===== src/sv/hrlc_pkg.sv =====
// shared types, constants and helper functions of the http request line checker
package hrlc_pkg;

  localparam int unsigned CharW  = 8;
  localparam int unsigned CountW = 12;

  localparam logic [CountW-1:0] UriLimitRst = 12'd1024;
  localparam logic [CountW-1:0] CountMax    = 12'hFFF;

  localparam logic [CharW-1:0] ChSpace = 8'h20;
  localparam logic [CharW-1:0] ChCr    = 8'h0D;
  localparam logic [CharW-1:0] ChLf    = 8'h0A;
  localparam logic [CharW-1:0] ChNul   = 8'h00;

  typedef enum logic [3:0] {
    PH_M_SKIP  = 4'd0,
    PH_M_TOK   = 4'd1,
    PH_U_SKIP  = 4'd2,
    PH_U_TOK   = 4'd3,
    PH_V_CRLF  = 4'd4,
    PH_V_SP    = 4'd5,
    PH_V_MATCH = 4'd6,
    PH_V_TAIL  = 4'd7,
    PH_FIN     = 4'd8
  } hrlc_phase_e;

  typedef enum logic [1:0] {
    ST_OK    = 2'd0,
    ST_BAD   = 2'd1,
    ST_VER   = 2'd2,
    ST_EMPTY = 2'd3
  } hrlc_status_e;

  // one result item as it leaves the parser
  typedef struct packed {
    logic               produce;
    logic               uri_valid;
    logic [CharW-1:0]   uri_byte;
    logic               done_res;
    hrlc_status_e       status;
    logic               head_sel;
    logic [CountW-1:0]  uri_length;
  } hrlc_res_t;

  function automatic logic [CharW-1:0] get_char(input logic [1:0] idx);
    unique case (idx)
      2'd0:    get_char = 8'h47; // G
      2'd1:    get_char = 8'h45; // E
      2'd2:    get_char = 8'h54; // T
      default: get_char = 8'h00;
    endcase
  endfunction

  function automatic logic [CharW-1:0] head_char(input logic [1:0] idx);
    unique case (idx)
      2'd0:    head_char = 8'h48; // H
      2'd1:    head_char = 8'h45; // E
      2'd2:    head_char = 8'h41; // A
      default: head_char = 8'h44; // D
    endcase
  endfunction

  function automatic logic [CharW-1:0] ver_char(input logic [2:0] idx);
    unique case (idx)
      3'd0:    ver_char = 8'h48; // H
      3'd1:    ver_char = 8'h54; // T
      3'd2:    ver_char = 8'h54; // T
      3'd3:    ver_char = 8'h50; // P
      3'd4:    ver_char = 8'h2F; // /
      3'd5:    ver_char = 8'h31; // 1
      3'd6:    ver_char = 8'h2E; // .
      default: ver_char = 8'h30; // 0
    endcase
  endfunction

  // status reported if the request ended in the given phase
  function automatic hrlc_status_e end_status(input hrlc_phase_e  ph,
                                              input logic         over,
                                              input hrlc_status_e err);
    unique case (ph)
      PH_M_SKIP:  end_status = ST_EMPTY;
      PH_M_TOK:   end_status = ST_BAD;
      PH_U_SKIP:  end_status = ST_BAD;
      PH_U_TOK:   end_status = over ? ST_BAD : ST_VER;
      PH_V_CRLF:  end_status = ST_VER;
      PH_V_SP:    end_status = ST_VER;
      PH_V_MATCH: end_status = ST_VER;
      PH_V_TAIL:  end_status = ST_OK;
      default:    end_status = err;
    endcase
  endfunction

endpackage


===== src/sv/hrlc_parser.sv =====
// request line state machine: one byte per step, builds the result item
module hrlc_parser (
  input  logic                        clk_i,
  input  logic                        rst_ni,
  input  logic                        commit_i,
  input  logic [hrlc_pkg::CharW-1:0]  ch_i,
  input  logic                        last_i,
  input  logic [hrlc_pkg::CountW-1:0] uri_limit_i,
  output hrlc_pkg::hrlc_res_t         res_o
);
  import hrlc_pkg::*;

  hrlc_phase_e       phase_q, phase_d, phase_s;
  logic [3:0]        idx_q, idx_d, idx_s;
  logic [1:0]        flags_q, flags_d, flags_s;
  logic [CountW-1:0] cnt_q, cnt_d, cnt_s;
  hrlc_status_e      err_q, err_d, err_s;
  logic              head_q, head_d, head_s;
  logic              over_q, over_d, over_s;
  logic              uv;
  logic              is_crlf;

  assign is_crlf = (ch_i == ChCr) || (ch_i == ChLf);

  // one step of the parser on the byte held in the input register
  always_comb begin
    phase_s = phase_q;
    idx_s   = idx_q;
    flags_s = flags_q;
    cnt_s   = cnt_q;
    err_s   = err_q;
    head_s  = head_q;
    over_s  = over_q;
    uv      = 1'b0;

    if (phase_q != PH_FIN && ch_i == ChNul) begin
      // zero byte ends the request text
      err_s   = end_status(phase_q, over_q, err_q);
      phase_s = PH_FIN;
    end else begin
      unique case (phase_q)
        PH_M_SKIP, PH_M_TOK: begin
          if (ch_i == ChSpace) begin
            if (phase_q == PH_M_TOK) begin
              if (flags_q[0] && idx_q == 4'd3) begin
                head_s  = 1'b0;
                phase_s = PH_U_SKIP;
              end else if (flags_q[1] && idx_q == 4'd4) begin
                head_s  = 1'b1;
                phase_s = PH_U_SKIP;
              end else begin
                err_s   = ST_BAD;
                phase_s = PH_FIN;
              end
              idx_s = 4'd0;
            end
          end else begin
            phase_s = PH_M_TOK;
            if (idx_q >= 4'd3 || ch_i != get_char(idx_q[1:0])) begin
              flags_s[0] = 1'b0;
            end
            if (idx_q >= 4'd4 || ch_i != head_char(idx_q[1:0])) begin
              flags_s[1] = 1'b0;
            end
            if (idx_q != 4'd15) begin
              idx_s = idx_q + 4'd1;
            end
          end
        end
        PH_U_SKIP, PH_U_TOK: begin
          if (ch_i == ChSpace) begin
            if (phase_q == PH_U_TOK) begin
              if (over_q) begin
                err_s   = ST_BAD;
                phase_s = PH_FIN;
              end else begin
                phase_s = PH_V_CRLF;
              end
            end
          end else begin
            phase_s = PH_U_TOK;
            if (cnt_q >= uri_limit_i) begin
              over_s = 1'b1;
            end
            if (cnt_q != CountMax) begin
              cnt_s = cnt_q + CountW'(1);
            end
            uv = 1'b1;
          end
        end
        PH_V_CRLF, PH_V_SP, PH_V_MATCH: begin
          if (phase_q == PH_V_CRLF && ch_i == ChSpace) begin
            phase_s = PH_V_SP;
          end else if (is_crlf) begin
            if (phase_q != PH_V_CRLF) begin
              err_s   = ST_VER;
              phase_s = PH_FIN;
            end
          end else if (phase_q == PH_V_SP && ch_i == ChSpace) begin
            phase_s = PH_V_SP;
          end else if (idx_q < 4'd8 && ch_i == ver_char(idx_q[2:0])) begin
            idx_s   = idx_q + 4'd1;
            phase_s = (idx_q == 4'd7) ? PH_V_TAIL : PH_V_MATCH;
          end else begin
            err_s   = ST_VER;
            phase_s = PH_FIN;
          end
        end
        PH_V_TAIL: begin
          if (is_crlf) begin
            err_s   = ST_OK;
            phase_s = PH_FIN;
          end else if (ch_i != ChSpace) begin
            err_s   = ST_VER;
            phase_s = PH_FIN;
          end
        end
        default: ;
      endcase
    end
  end

  // the last byte closes the request and clears for the next one
  always_comb begin
    phase_d = phase_q;
    idx_d   = idx_q;
    flags_d = flags_q;
    cnt_d   = cnt_q;
    err_d   = err_q;
    head_d  = head_q;
    over_d  = over_q;
    if (commit_i) begin
      if (last_i) begin
        phase_d = PH_M_SKIP;
        idx_d   = 4'd0;
        flags_d = 2'b11;
        cnt_d   = '0;
        err_d   = ST_OK;
        head_d  = 1'b0;
        over_d  = 1'b0;
      end else begin
        phase_d = phase_s;
        idx_d   = idx_s;
        flags_d = flags_s;
        cnt_d   = cnt_s;
        err_d   = err_s;
        head_d  = head_s;
        over_d  = over_s;
      end
    end
  end

  always_ff @(posedge clk_i or negedge rst_ni) begin
    if (!rst_ni) begin
      phase_q <= PH_M_SKIP;
      idx_q   <= 4'd0;
      flags_q <= 2'b11;
      cnt_q   <= '0;
      err_q   <= ST_OK;
      head_q  <= 1'b0;
      over_q  <= 1'b0;
    end else begin
      phase_q <= phase_d;
      idx_q   <= idx_d;
      flags_q <= flags_d;
      cnt_q   <= cnt_d;
      err_q   <= err_d;
      head_q  <= head_d;
      over_q  <= over_d;
    end
  end

  always_comb begin
    res_o.produce     = uv || last_i;
    res_o.uri_valid   = uv;
    res_o.uri_byte    = uv ? ch_i : '0;
    res_o.done_res    = last_i;
    res_o.status      = last_i ? end_status(phase_s, over_s, err_s) : ST_OK;
    res_o.head_sel    = last_i ? head_s : 1'b0;
    res_o.uri_length  = last_i ? cnt_s : '0;
  end
endmodule


===== config.mk =====
export PLATFORM = sky130hd
export DESIGN_NAME = hrlc_parser
export DESIGN_NICKNAME = d
export VERILOG_FILES = /design/src/sv/hrlc_pkg.sv /design/src/sv/hrlc_parser.sv
export SDC_FILE = /design/constraint.sdc
export NUM_CORES = 1
export LEC_CHECK = 0
export BUFFER_PORTS_ARGS = -buffer_cell sky130_fd_sc_hd__buf_4
export CAP_MARGIN = 20
export CORE_UTILIZATION = 57
export CTS_CLUSTER_SIZE = 16
export DETAILED_ROUTE_END_ITERATION = 6
export HOLD_SLACK_MARGIN = 0.02
export PLACE_DENSITY_LB_ADDON = 0.05
export SLEW_MARGIN = 40
export SYNTH_ARGS = -nofsm -noshare
export SYNTH_HDL_FRONTEND = slang
export SYNTH_SLANG_ARGS = --single-unit

===== constraint.sdc =====
create_clock -name clk_i -period 4.3 [get_ports clk_i]
set_input_delay 0.215 -clock clk_i [delete_from_list [all_inputs] [get_ports clk_i]]
set_output_delay 0.215 -clock clk_i [all_outputs]
set_load 0.05 [all_outputs]

==> impl_metrics.env <==
export IMPL_dp_hpwl_um=5520
export IMPL_placementRows=25
export IMPL_slew_limit_headroom_pct=43.6
export IMPL_grtUsageMet2_pct=46.1
export IMPL_layout_nets=439
export IMPL_cts_sinks=26
export IMPL_p_per_area_nw_per_um2=219
export IMPL_fin_crit_sh_pct=89.5
export IMPL_firstDrtPassIters=7
export IMPL_antenna_found_initial=0
export IMPL_dieArea_sq_um=5170
export IMPL_worstPathRequired_ps=4090
export IMPL_cellLeakagePower_uw=0.00142
export IMPL_met1_usage_pct=42.0
export IMPL_setup_ws_ps=451
export IMPL_layout_cells_non_filler=461
export IMPL_cp_max_fo=10
export IMPL_synth_avg_cell_area_sq_um=7.71
export IMPL_worstMarginPinSlew_ps=837
export IMPL_synth_edf_count=0
export IMPL_async_reset_ff_share_pct=100
export IMPL_clk_pin_slew_worst_paths_ps=90
export IMPL_synthToLayoutAreaGrowth_pct=14.9
export IMPL_finClkSkew_ps=3.25
export IMPL_preCtsSetupSlack_ps=775
export IMPL_cts_resized=0
export IMPL_maxCapViolCount=0
export IMPL_setup_viol=0
export IMPL_synth_seq_cells=26
export IMPL_cts_tree="yes"
export IMPL_report_final_slew_viol_count=0
export IMPL_clockBufferDepth=2
export IMPL_netlist_cell_type_count=66
export IMPL_die_w_um=71.9
export IMPL_power_uw=702
export IMPL_synth_warnings=0
export IMPL_dieHeight_um=71.9
export IMPL_core_area_sq_um=4720
export IMPL_max_freq_mhz=260
export IMPL_status="finished with violations"
export IMPL_worst_setup_path_end_kind="output pin"
export IMPL_cts_root_buf="clkbuf_8"
export IMPL_dp_cells=456
export IMPL_grt_first_pass_wirelength_um=12100
export IMPL_worst_path_largest_cell_delay_ps=510
export IMPL_syn_nets=405
export IMPL_grt_met3_usage_pct=4.36
export IMPL_insertion_delay_ps=270
export IMPL_drc=2
export IMPL_wl_per_cell_um=15.9
export IMPL_seq_area_frac_synth_pct=23.5
export IMPL_dpl_cell_area_sq_um=3130
export IMPL_syn_area_sq_um=2780
export IMPL_antennaDiodeCount=0
export IMPL_layout_drive_gt1_share_pct=16.5
export IMPL_cp_data_arrival_time_ps=3630
export IMPL_final_area_sq_um=3200
export IMPL_gp_congestion=0.920
export IMPL_htreeDepth=1
export IMPL_finalHoldViolCount=0
export IMPL_busiest_layer="met2"
export IMPL_path_class="register to output pin"
export IMPL_hold_path_class="input pin to register"
export IMPL_fillers=416
export IMPL_postCtsSetupRepairBufs=0
export IMPL_max_vdd_ir_drop_v=0.000259
export IMPL_cts_buffers=3
export IMPL_fin_setup_tns_ps=0
export IMPL_port_buffer_count=49
export IMPL_drtIter0Drc=326
export IMPL_rsz0062_at_grt="false"
export IMPL_min_period_ps=3850
export IMPL_ios=50
export IMPL_failed_checks="design-rule violations"
export IMPL_synth_cells=361
export IMPL_crit_chain="inv_1 -> ha_1 -> nor3_1 -> o21a_1 -> or3b_1 -> a211o_1 -> o31ai_1 -> mux2_1 -> o311ai_1 -> o32ai_1 -> buf_4"
export IMPL_drtAntennaViolNets=0
export IMPL_wl_um=7330
export IMPL_grt_pass1_vias=2525
export IMPL_synth_ff_type="dfrtp_1"
export IMPL_grt_max_degree=27
export IMPL_vias=2841
export IMPL_overflow=0
export IMPL_track_usage_pct=29.4
export IMPL_start_util_pct=58.9
export IMPL_vias_per_cell=6.16
export IMPL_critPathLaunchType="register"
export IMPL_slowest_stage="o31ai_1"
[per-stage QoR]
step | hold slack (ps) | utilization, %
2_1_floorplan | -80.6 | -
3_3_place_gp | 144 | 66.3
3_5_place_dp | 147 | 66.3
4_1_cts | 304 | 67.7
5_1_grt | 318 | 67.7
6_report | 312 | 67.7
[state kept, by name (all words and copies together), names as in the netlist]
signal,cells
cnt_q,12
idx_q,4
phase_q,4
err_q,2
flags_q,2
head_q,1
over_q,1
[report_power, final]
group          switching (uW)  internal, uW  total [uW]
Clock                    78.4          81.8         160
Combinational             154           111         266
Sequential               19.7           256         276
[cells in the mapped netlist, types with 4 or more instances]
cell,n,share of area (%)
xnor2_1,10,3.1
o21a_1,4,1.1
o211ai_1,4,1.1
nand4_1,5,1.1
o31ai_1,6,1.6
dfrtp_1,24,22
nor3_1,8,1.4
a21oi_1,16,2.9
nor2_1,37,5.0
a31oi_1,4,0.90
nand2b_1,6,1.3
buf_4,4,1.1
and3_1,4,0.90
nand3_1,13,2.3
clkbuf_1,13,1.8
buf_2,4,0.72
inv_1,22,3.0
xor2_1,9,2.8
ha_1,20,9.0
nand2_1,34,4.6
o22ai_1,5,1.1
and2_1,8,1.8
o21ai_0,28,5.0
a21o_1,5,1.3
[cell families (layout without fill, tap and decap cells)]
kind of cell | count (synthesis) | in the layout | share of synthesized area (%)
XOR/XNOR | 20 | 20 | 6.97
buffers and inverters | 46 | 79 | 7.19
multiplexers | 3 | 3 | 1.12
AND/OR/NAND/NOR | 137 | 137 | 25.3
adder cells (fa/ha/maj) | 21 | 21 | 9.35
AO/OA/AOI/OAI | 108 | 108 | 26.6
flip-flops | 26 | 26 | 23.5
[final cells by class]
cell class | instances | area (sq um) | area share, %
Multi-Input combinational cell | 289 | 1930 | 60.4
Sequential cell | 26 | 653 | 20.4
Timing Repair Buffer | 51 | 385 | 12.1
Inverter | 24 | 90.1 | 2.82
Tap cell | 67 | 83.8 | 2.62
Clock buffer | 4 | 55.1 | 1.72
[per-layer routing]
| metal | part of all wire (%) | vias to the layer above |
|---|---|---|
| met2 | 47 | 128 |
| met4 | 2.1 | 0 |
| met1 | 45 | 1318 |
| met5 | 0 | - |
| met3 | 5.7 | 16 |
| li1 | - | 1379 |
[critical path, delay by kind of cell, from the launching register on]
family / cells / cell delay [ps]
multiplexers: 1 / 230
adder cells (fa/ha/maj): 1 / 390
flip-flops: 1 / 440
buffers and inverters: 2 / 420
AND/OR/NAND/NOR: 2 / 450
AO/OA/AOI/OAI: 5 / 1430
[final timing paths]
| check | end | slack [ps] | start | cells past startpoint |
|---|---|---|---|---|
| max | res_o[13] | 450 | idx_q[0]$_DFFE_PN0P_ | 11 |
| min reg2reg | flags_q[0]$_DFFE_PN1P_ | 490 | flags_q[0]$_DFFE_PN1P_ | 2 |
| min in group asynchronous | phase_q[3]$_DFFE_PN0P_ | 390 | rst_ni | 2 |
| min | flags_q[0]$_DFFE_PN1P_ | 310 | last_i | 3 |
| max in group asynchronous | flags_q[1]$_DFFE_PN1P_ | 3610 | rst_ni | 2 |
| max reg2reg | idx_q[3]$_DFFE_PN0P_ | 990 | idx_q[0]$_DFFE_PN0P_ | 10 |
[layout by cell type, fill, tap and decap left out, types with 3 or more instances in the layout]
master and n:
a2111oi_0 3, a21o_1 5, a21oi_1 16, a31oi_1 4
and2_1 8, and3_1 4, buf_4 50, clkbuf_8 4
dfrtp_1 24, ha_1 20, inv_1 22, nand2_1 34
nand2b_1 6, nand3_1 13, nand4_1 5, nor2_1 37
nor3_1 8, o211ai_1 4, o21a_1 4, o21ai_0 28
o21ai_1 3, o22ai_1 5, o2bb2ai_1 3, o31a_1 3
o31ai_1 6, o32ai_1 3, or3_1 3, or3b_1 3
xnor2_1 10, xor2_1 9
[what timing repair did]
item | 4_1_cts | 5_1_grt
hold buffers | 1 | 0
endpoints found under the hold margin | 24 | 0
setup endpoints to repair | 0 | 0
Note: power is estimated with default switching activity, not from simulation.
